$ cat config.mk
export PLATFORM = sky130hd
export DESIGN_NAME = cpu_frequency_step_governor_flat
export DESIGN_NICKNAME = d
export VERILOG_FILES = /design/src/rtl/cfsg_pkg.sv /design/src/rtl/cfsg_ifs.sv /design/src/rtl/cpu_frequency_step_governor.sv /design/src/flat_wrapper.sv
export VERILOG_INCLUDE_DIRS = /design/src /design/src/rtl
export SDC_FILE = /design/constraint.sdc
export NUM_CORES = 2
export LEC_CHECK = 0
export BUFFER_PORTS_ARGS = -buffer_cell sky130_fd_sc_hd__buf_2
export CAP_MARGIN = 10
export CORE_ASPECT_RATIO = 1.25
export CORE_MARGIN = 10
export CORE_UTILIZATION = 60
export CTS_CLUSTER_DIAMETER = 200
export DETAILED_ROUTE_END_ITERATION = 10
export HOLD_SLACK_MARGIN = 0.06
export PLACE_DENSITY = 0.84
export SLEW_MARGIN = 20
export SYNTH_ARGS = -nofsm -noshare
export SYNTH_HDL_FRONTEND = slang
export SYNTH_SLANG_ARGS = --single-unit
export TNS_END_PERCENT = 1
$ cat constraint.sdc
create_clock -name clk -period 7.1 [get_ports clk]
set_input_delay 1.065 -clock clk [delete_from_list [all_inputs] [get_ports clk]]
set_output_delay 1.065 -clock clk [all_outputs]
set_load 0.03 [all_outputs]
$ cat src/rtl/cpu_frequency_step_governor_macros.svh
// ----------------------------------------------------------------------------
// cpu_frequency_step_governor_macros
// Assertion macros shared by the governor RTL.
// ----------------------------------------------------------------------------
`ifndef CPU_FREQUENCY_STEP_GOVERNOR_MACROS_SVH
`define CPU_FREQUENCY_STEP_GOVERNOR_MACROS_SVH

// property holds on every clock outside reset
`define CFSG_ASSERT(lbl, prop, msg) \
	lbl: assert property (@(posedge clk) disable iff (!arst_n) prop) else $error(msg);

// condition never true outside reset
`define CFSG_ASSERT_NEVER(lbl, cond, msg) \
	lbl: assert property (@(posedge clk) disable iff (!arst_n) !(cond)) else $error(msg);

`endif

$ cat src/rtl/cfsg_pkg.sv
// ----------------------------------------------------------------------------
// cfsg_pkg
// Widths, codes and constants of the frequency step governor.
// ----------------------------------------------------------------------------
package cfsg_pkg;

	localparam int FREQ_W     = 24;
	localparam int PCT_W      = 7;
	localparam int OP_W       = 1;
	localparam int CFG_IDX_W  = 3;
	localparam int CFG_DATA_W = FREQ_W;

	// op codes
	localparam logic [OP_W-1:0] OP_SAMPLE = 1'b0;
	localparam logic [OP_W-1:0] OP_START  = 1'b1;

	// register indexes
	localparam logic [CFG_IDX_W-1:0] REG_BUSY_THR     = 3'd0;
	localparam logic [CFG_IDX_W-1:0] REG_HISPEED_PCT  = 3'd1;
	localparam logic [CFG_IDX_W-1:0] REG_IDLE_DROP    = 3'd2;
	localparam logic [CFG_IDX_W-1:0] REG_MAX_FREQ     = 3'd3;
	localparam logic [CFG_IDX_W-1:0] REG_MIN_FREQ     = 3'd4;

	// register reset values
	localparam logic [PCT_W-1:0]  RST_BUSY_THR     = 7'd70;
	localparam logic [PCT_W-1:0]  RST_HISPEED_PCT  = 7'd80;
	localparam logic [PCT_W-1:0]  RST_IDLE_DROP    = 7'd15;
	localparam logic [FREQ_W-1:0] RST_MAX_FREQ     = 24'hFF_FFFF;
	localparam logic [FREQ_W-1:0] RST_MIN_FREQ     = 24'd0;

	localparam logic [PCT_W-1:0] IDLE_LOAD = 7'd10;

	// percent * max / 100 via reciprocal: exact for products below 2^31
	localparam int PROD_W      = PCT_W + FREQ_W;
	localparam int RECIP_W     = 32;
	localparam int RECIP_SH    = 38;
	localparam int QUOT_W      = FREQ_W + 1;
	localparam int QFULL_W     = RECIP_SH + QUOT_W;
	localparam logic [RECIP_W-1:0] RECIP_100 = 32'd2748779070;

	// count that holds items off after a register write while derived points settle
	localparam logic [1:0] UPD_LAT = 2'd2;

endpackage

$ cat src/rtl/cfsg_ifs.sv
// ----------------------------------------------------------------------------
// cfsg_ifs
// Valid/ready channels of the governor: sample items in, requests out.
// ----------------------------------------------------------------------------
interface cfsg_in_if;
	logic                          valid;
	logic                          ready;
	logic [cfsg_pkg::OP_W-1:0]     op;
	logic [cfsg_pkg::PCT_W-1:0]    load_percent;
	logic [cfsg_pkg::FREQ_W-1:0]   current_freq;

	modport source (output valid, output op, output load_percent, output current_freq,
		input ready);
	modport sink (input valid, input op, input load_percent, input current_freq,
		output ready);
endinterface

interface cfsg_out_if;
	logic                          valid;
	logic                          ready;
	logic [cfsg_pkg::FREQ_W-1:0]   request_freq;
	logic                          round_down;

	modport source (output valid, output request_freq, output round_down, input ready);
	modport sink (input valid, input request_freq, input round_down, output ready);
endinterface

$ cat src/rtl/cpu_frequency_step_governor.sv
// ----------------------------------------------------------------------------
// cpu_frequency_step_governor
// Per-sample frequency step governor with a kept target frequency.
// ----------------------------------------------------------------------------
// Usage:
//   item   : valid/ready channel of samples. op start loads the kept target
//            from current_freq and gives no request; op sample evaluates
//            load_percent and may give one request.
//   result : valid/ready channel of requests (request_freq, round_down).
//   cfg_*  : write port for the busy threshold, hispeed_percent,
//            idle_drop_percent, max_freq, min_freq; write only while idle.
// Path: item register, then result register for any request.
// Throughput: one item per cycle while no held request or register write
//   blocks item.ready; the kept target is one register updated by a single
//   compare/subtract step between the item register and the result register.
// Reset and writes: upd_cnt_q holds item.ready low after reset release and
//   after each register write while the high-speed point and idle drop
//   (percent * max / 100, multiply by reciprocal) settle in a 3-stage chain.
// Stall: a held request stays in the result register; the item register
//   still takes one more item; one with a request waits for the result slot.
// ----------------------------------------------------------------------------
`include "cpu_frequency_step_governor_macros.svh"

module cpu_frequency_step_governor (
	input  logic                              clk,
	input  logic                              arst_n,
	input  logic                              cfg_we,
	input  logic [cfsg_pkg::CFG_IDX_W-1:0]    cfg_index,
	input  logic [cfsg_pkg::CFG_DATA_W-1:0]   cfg_wdata,
	cfsg_in_if.sink                           item,
	cfsg_out_if.source                        result
);
	import cfsg_pkg::*;

	logic [PCT_W-1:0]   up_thr_q;
	logic [PCT_W-1:0]   hs_pct_q;
	logic [PCT_W-1:0]   drop_pct_q;
	logic [FREQ_W-1:0]  max_freq_q;
	logic [FREQ_W-1:0]  min_freq_q;
	logic [1:0]         upd_cnt_q;

	logic [PROD_W-1:0]  prod_hs_s1;
	logic [PROD_W-1:0]  prod_drop_s1;
	logic [QFULL_W-1:0] qfull_hs;
	logic [QFULL_W-1:0] qfull_drop;
	logic [QUOT_W-1:0]  quot_hs_s2;
	logic [QUOT_W-1:0]  drop_s2;
	logic [FREQ_W-1:0]  hispeed_s3;

	logic               s1_valid_q;
	logic [OP_W-1:0]    op_s1;
	logic [PCT_W-1:0]   load_s1;
	logic [FREQ_W-1:0]  cur_s1;

	logic [FREQ_W-1:0]  target_q;
	logic [FREQ_W-1:0]  next_target;
	logic [FREQ_W-1:0]  decayed;
	logic [FREQ_W-1:0]  floored;
	logic               has_res;
	logic               res_round_down;
	logic               s1_retire;
	logic               item_acc;

	logic               res_valid_q;
	logic [FREQ_W-1:0]  res_freq_q;
	logic               res_rd_q;

	// register file
	always_ff @(posedge clk or negedge arst_n) begin
		if (!arst_n) begin
			up_thr_q   <= RST_BUSY_THR;
			hs_pct_q   <= RST_HISPEED_PCT;
			drop_pct_q <= RST_IDLE_DROP;
			max_freq_q <= RST_MAX_FREQ;
			min_freq_q <= RST_MIN_FREQ;
		end else if (cfg_we) begin
			unique case (cfg_index)
				REG_BUSY_THR:     up_thr_q   <= cfg_wdata[PCT_W-1:0];
				REG_HISPEED_PCT:  hs_pct_q   <= cfg_wdata[PCT_W-1:0];
				REG_IDLE_DROP:    drop_pct_q <= cfg_wdata[PCT_W-1:0];
				REG_MAX_FREQ:     max_freq_q <= cfg_wdata[FREQ_W-1:0];
				REG_MIN_FREQ:     min_freq_q <= cfg_wdata[FREQ_W-1:0];
				default: ;
			endcase
		end
	end

	always_ff @(posedge clk or negedge arst_n) begin
		if (!arst_n) begin
			upd_cnt_q <= UPD_LAT;
		end else if (cfg_we) begin
			upd_cnt_q <= UPD_LAT;
		end else if (upd_cnt_q != 2'd0) begin
			upd_cnt_q <= upd_cnt_q - 2'd1;
		end
	end

	// derived points, free running
	assign qfull_hs   = QFULL_W'(prod_hs_s1) * QFULL_W'(RECIP_100);
	assign qfull_drop = QFULL_W'(prod_drop_s1) * QFULL_W'(RECIP_100);

	always_ff @(posedge clk) begin
		prod_hs_s1   <= PROD_W'(hs_pct_q) * PROD_W'(max_freq_q);
		prod_drop_s1 <= PROD_W'(drop_pct_q) * PROD_W'(max_freq_q);
		quot_hs_s2   <= qfull_hs[RECIP_SH +: QUOT_W];
		drop_s2      <= qfull_drop[RECIP_SH +: QUOT_W];
		hispeed_s3   <= (quot_hs_s2 > {1'b0, max_freq_q}) ? max_freq_q
			: quot_hs_s2[FREQ_W-1:0];
	end

	// item register
	assign item_acc   = item.valid && item.ready;
	assign s1_retire  = s1_valid_q && (!has_res || !res_valid_q || result.ready);
	assign item.ready = (!s1_valid_q || s1_retire) && (upd_cnt_q == 2'd0) && !cfg_we;

	always_ff @(posedge clk or negedge arst_n) begin
		if (!arst_n) begin
			s1_valid_q <= 1'b0;
		end else if (item_acc) begin
			s1_valid_q <= 1'b1;
		end else if (s1_retire) begin
			s1_valid_q <= 1'b0;
		end
	end

	always_ff @(posedge clk) begin
		if (item_acc) begin
			op_s1   <= item.op;
			load_s1 <= item.load_percent;
			cur_s1  <= item.current_freq;
		end
	end

	// step
	assign decayed = ({1'b0, target_q} > drop_s2) ? (target_q - drop_s2[FREQ_W-1:0])
		: '0;
	assign floored = (decayed < min_freq_q) ? min_freq_q : decayed;

	always_comb begin
		next_target    = target_q;
		has_res        = 1'b0;
		res_round_down = 1'b0;
		priority if (op_s1 == OP_START) begin
			next_target = cur_s1;
		end else if (load_s1 > up_thr_q) begin
			has_res        = 1'b1;
			res_round_down = 1'b1;
			next_target    = (target_q >= hispeed_s3) ? max_freq_q : hispeed_s3;
		end else if (load_s1 < IDLE_LOAD) begin
			has_res     = 1'b1;
			next_target = floored;
		end else if ((load_s1 < up_thr_q) && (target_q > hispeed_s3)) begin
			has_res     = 1'b1;
			next_target = hispeed_s3;
		end else begin
			has_res = 1'b0;
		end
	end

	always_ff @(posedge clk or negedge arst_n) begin
		if (!arst_n) begin
			target_q <= '0;
		end else if (s1_retire) begin
			target_q <= next_target;
		end
	end

	// result register
	always_ff @(posedge clk or negedge arst_n) begin
		if (!arst_n) begin
			res_valid_q <= 1'b0;
		end else if (s1_retire && has_res) begin
			res_valid_q <= 1'b1;
		end else if (result.ready) begin
			res_valid_q <= 1'b0;
		end
	end

	always_ff @(posedge clk) begin
		if (s1_retire && has_res) begin
			res_freq_q <= next_target;
			res_rd_q   <= res_round_down;
		end
	end

	assign result.valid        = res_valid_q;
	assign result.request_freq = res_freq_q;
	assign result.round_down   = res_rd_q;

	`CFSG_ASSERT(a_start_loads_target, (s1_retire && op_s1 == OP_START) |=> (target_q == $past(cur_s1)), "start item did not load target")
	`CFSG_ASSERT(a_request_is_target, (s1_retire && has_res) |=> (res_valid_q && res_freq_q == target_q), "request differs from kept target")
	`CFSG_ASSERT_NEVER(a_no_overwrite, res_valid_q && !result.ready && s1_retire && has_res, "held request overwritten")
	`CFSG_ASSERT(a_write_blocks_items, cfg_we |=> !item.ready, "item taken before derived points settled")

endmodule
$ cat src/flat_wrapper.sv
// flat-port wrapper written by rule: the top's interface ports become plain ports
module cpu_frequency_step_governor_flat import cfsg_pkg::*;
  (clk, arst_n, cfg_we, cfg_index, cfg_wdata, item_valid, item_op, item_load_percent, item_current_freq, item_ready, result_valid, result_request_freq, result_round_down, result_ready);
  cfsg_in_if item_i ();
  cfsg_out_if result_i ();
  input  logic clk;
  input  logic arst_n;
  input  logic cfg_we;
  input  logic [cfsg_pkg::CFG_IDX_W-1:0] cfg_index;
  input  logic [cfsg_pkg::CFG_DATA_W-1:0] cfg_wdata;
  input wire logic [$bits(item_i.valid)-1:0] item_valid;
  input wire logic [$bits(item_i.op)-1:0] item_op;
  input wire logic [$bits(item_i.load_percent)-1:0] item_load_percent;
  input wire logic [$bits(item_i.current_freq)-1:0] item_current_freq;
  output wire logic [$bits(item_i.ready)-1:0] item_ready;
  output wire logic [$bits(result_i.valid)-1:0] result_valid;
  output wire logic [$bits(result_i.request_freq)-1:0] result_request_freq;
  output wire logic [$bits(result_i.round_down)-1:0] result_round_down;
  input wire logic [$bits(result_i.ready)-1:0] result_ready;
  assign item_i.valid = item_valid;
  assign item_i.op = item_op;
  assign item_i.load_percent = item_load_percent;
  assign item_i.current_freq = item_current_freq;
  assign item_ready = item_i.ready;
  assign result_valid = result_i.valid;
  assign result_request_freq = result_i.request_freq;
  assign result_round_down = result_i.round_down;
  assign result_i.ready = result_ready;
  cpu_frequency_step_governor u_core (.clk(clk), .arst_n(arst_n), .cfg_we(cfg_we), .cfg_index(cfg_index), .cfg_wdata(cfg_wdata), .item(item_i), .result(result_i));
endmodule
==> metrics.yaml <==
rows: 123
fp.dieW_um: 289
synth.area.mux_share_pct: 2.93
path_class: "flop to flop"
cts_root_buffer: "clkbuf_16"
yosys.area_share.simple_pct: 6.51
dieArea_um2: 103000
syn_avg_cell_area_um2: 10.1
io_buffers: 90
grt_overflow: 0
drt_iter0_drc: 3028
synth_warnings: 0
skew_ns: 0.0317
grt_pass1_vias: 43700
critPathRequiredTime_ns: 7.58
num_vias: 39500
drt_pre_antenna_iters: 6
worstPathMaxFanout: 5
fillers: 6519
grt_pass1_wl_mm: 230
hp-class: "input pin to asynchronous set/reset pin"
slew_headroom_pct: 26.5
hold_viol_final: 0
synthesis.area_um2: 54300
synth_seq_cells: 290
synth_top_family_by_area: "adder cells"
worstMarginPinSlew_ns: 1.10
cts_tree: "built"
finalSetupViolCount: 8
postCtsHoldBufs: 0
crit_arrival_ns: 7.67
start_util_pct: 60.4
synth-xor-area-share_pct: 1.86
rsz0062_at_grt: "yes"
area_growth_pct: 9.18
final_cell_mix: "1,482 x inv_1, 971 x ha_1, 960 x fa_1, 358 x nand2_1, 251 x buf_4"
critical_path.endpoint_type: "flop"
ys_seq_area_share_pct: 12.7
async_flop_share_pct: 33.4
stdcell_count: 6889
wl_per_cell_um: 21.0
drive_gt1_share_pct: 11.0
synth.distinct_cells: 85
synth_fp_nets: 7405
max-cap-violations: 0
synth_edf_count: 57
synth_top_flop_cell: "dfxtp_1"
drv_slew: 0
start_kind: "flop"
violations: "negative setup slack"
fin_nets: 7678
ant_nets: 0
pin_count: 91
grt_use_total_pct: 28.7
grt_max_degree: 64
htreeDepth: 2
cts_buffers: 35
synthAdderAreaFrac_pct: 58.1
fin_crit_ns: 7.19
setup_ws_ns: -0.0934
gp_congestion: 1.03
post_synth_inst_count: 5401
via_per_inst: 5.74
outcome: "finished, violations left"
drc: 0
min_period_over_period_pct: 101
fp.coreArea_um2: 89900
synth-compound-area-share_pct: 6.86
max_clock_freq_mhz: 139
finalWirelength_mm: 145
clk_pin_slew_ns: 0.07
worstSkewPairLatency_ns: 0.58
clockBufferDepth: 3
die_h_um: 356
dpl.hpwl_mm: 123
placed_cells: 6820
clock_sinks: 290
antenna_found_initial: 1
final_common_cell: "inv_1"
-- through the flow --
step | TNS (ns) | instance area (µm²) | setup WS [ns] | utilization (%) | hold slack, ns
after floorplan | 0 | 54300 | 0.326 | - | 0.458
after global placement | -1.45 | 57700 | -0.326 | 64.2 | 0.497
after detailed placement | -4.30 | 57700 | -0.481 | 64.2 | 0.487
after CTS | -0.0218 | 59100 | -0.0198 | 65.8 | 0.459
after global routing | -4.52 | 59300 | -0.365 | 66.0 | 0.484
final | -0.363 | 59300 | -0.0934 | 66.0 | 0.451
-- sequential cells by signal, indices dropped and copies added, names as in the netlist, 24 cells and up --
signal and count:
u_core.cur_s1 24, u_core.drop_s2 25, u_core.hispeed_s3 24, u_core.max_freq_q 24
u_core.min_freq_q 24, u_core.prod_drop_s1 31, u_core.prod_hs_s1 31, u_core.quot_hs_s2 25
u_core.result.request_freq 24, u_core.target_q 24
-- cell usage after synthesis (15+ instances only) --
cell type,instances,area (µm²)
nor2b_1,28,175
xor2_1,38,333
o22ai_1,16,100
nand2b_1,15,93.8
edfxtp_1,57,1710
a21o_1,96,721
mux2i_1,44,440
dfstp_2,34,893
xnor2_1,77,674
o21bai_1,15,113
and2_1,90,563
dfxtp_1,136,2720
nor2_1,118,443
a211oi_1,23,173
o21a_1,38,285
nor3_1,38,190
fa_1,967,19400
a21oi_1,160,801
nand4_1,31,194
inv_1,1482,5560
dfrtp_1,63,1580
o21ai_0,92,460
nand3_1,28,140
nand2_1,360,1350
clkbuf_1,95,357
a31oi_1,15,93.8
ha_1,973,12200
mux2_2,94,1060
-- routing by layer --
metal	track usage [%]	vias up	part of all wire, %
met2	49.6	1726	49
met5	0	-	0
met1	32.9	19800	36
met4	18.6	0	8.2
li1	-	17400	-
met3	3.97	632	6.6
-- final timing paths --
check,start,to,slack [ns],cells past startpoint
worst min-delay path,arst_n,u_core.min_freq_q[15],0.45,1
worst max-delay path,u_core.prod_hs_s1[5],u_core.quot_hs_s2[23],-0.09,26
min in group clk,u_core.quot_hs_s2[1],u_core.hispeed_s3[1],0.51,1
worst min register to register,u_core.quot_hs_s2[1],u_core.hispeed_s3[1],0.51,1
max in group asynchronous,arst_n,u_core.drop_pct_q[4],5.40,2
worst max register to register,u_core.prod_hs_s1[5],u_core.quot_hs_s2[23],-0.09,26
-- what timing repair did --
action / in CTS / in global routing
pin swaps: 13 / 14
resized for setup: 41 / 36
endpoints found under the setup margin: 28 / 33
setup buffers: 4 / 0
-- worst max-delay path, cell delays in order (launching register included) --
cell and delay [ns]:
dfxtp_2 0.41, inv_1 0.14, fa_1 0.61, inv_1 0.06, ha_1 0.21, fa_1 0.47
fa_1 0.47, fa_1 0.53, fa_1 0.43, fa_1 0.50, inv_1 0.06, fa_1 0.48
inv_1 0.05, ha_1 0.31, a211oi_2 0.26, nor2_1 0.12, o41ai_2 0.24, buf_4 0.19
o21ai_0 0.07, o22a_1 0.27, a31o_2 0.25, a41oi_2 0.24, o32ai_2 0.11, buf_4 0.17
o21a_1 0.18, nor2_1 0.11, xnor2_1 0.16
-- cell type report --
| type | instances | area [µm²] | area share (%) |
|---|---|---|---|
| multi-input combinational | 3522 | 41700 | 70.3 |
| sequential | 290 | 6930 | 11.7 |
| inverter | 1482 | 5560 | 9.38 |
| timing repair buffer | 343 | 2370 | 4.00 |
| tap | 1187 | 1490 | 2.51 |
| clock buffer | 48 | 1020 | 1.72 |
| clock inverter | 16 | 205 | 0.346 |
| antenna | 1 | 2.50 | 0.00422 |
-- cells by family (layout without fill, tap and decap cells) --
group | Yosys count | in the layout
compound gates | 562 | 562
xor+xnor | 115 | 115
fa+ha+maj | 1940 | 1940
buf+inv | 1589 | 1889
flops | 290 | 290
mux | 144 | 144
other cells | 0 | 1
simple gates | 761 | 761
Power is not shown: default switching activity piles up to over one toggle a cycle in this logic, so the estimate is an artifact.
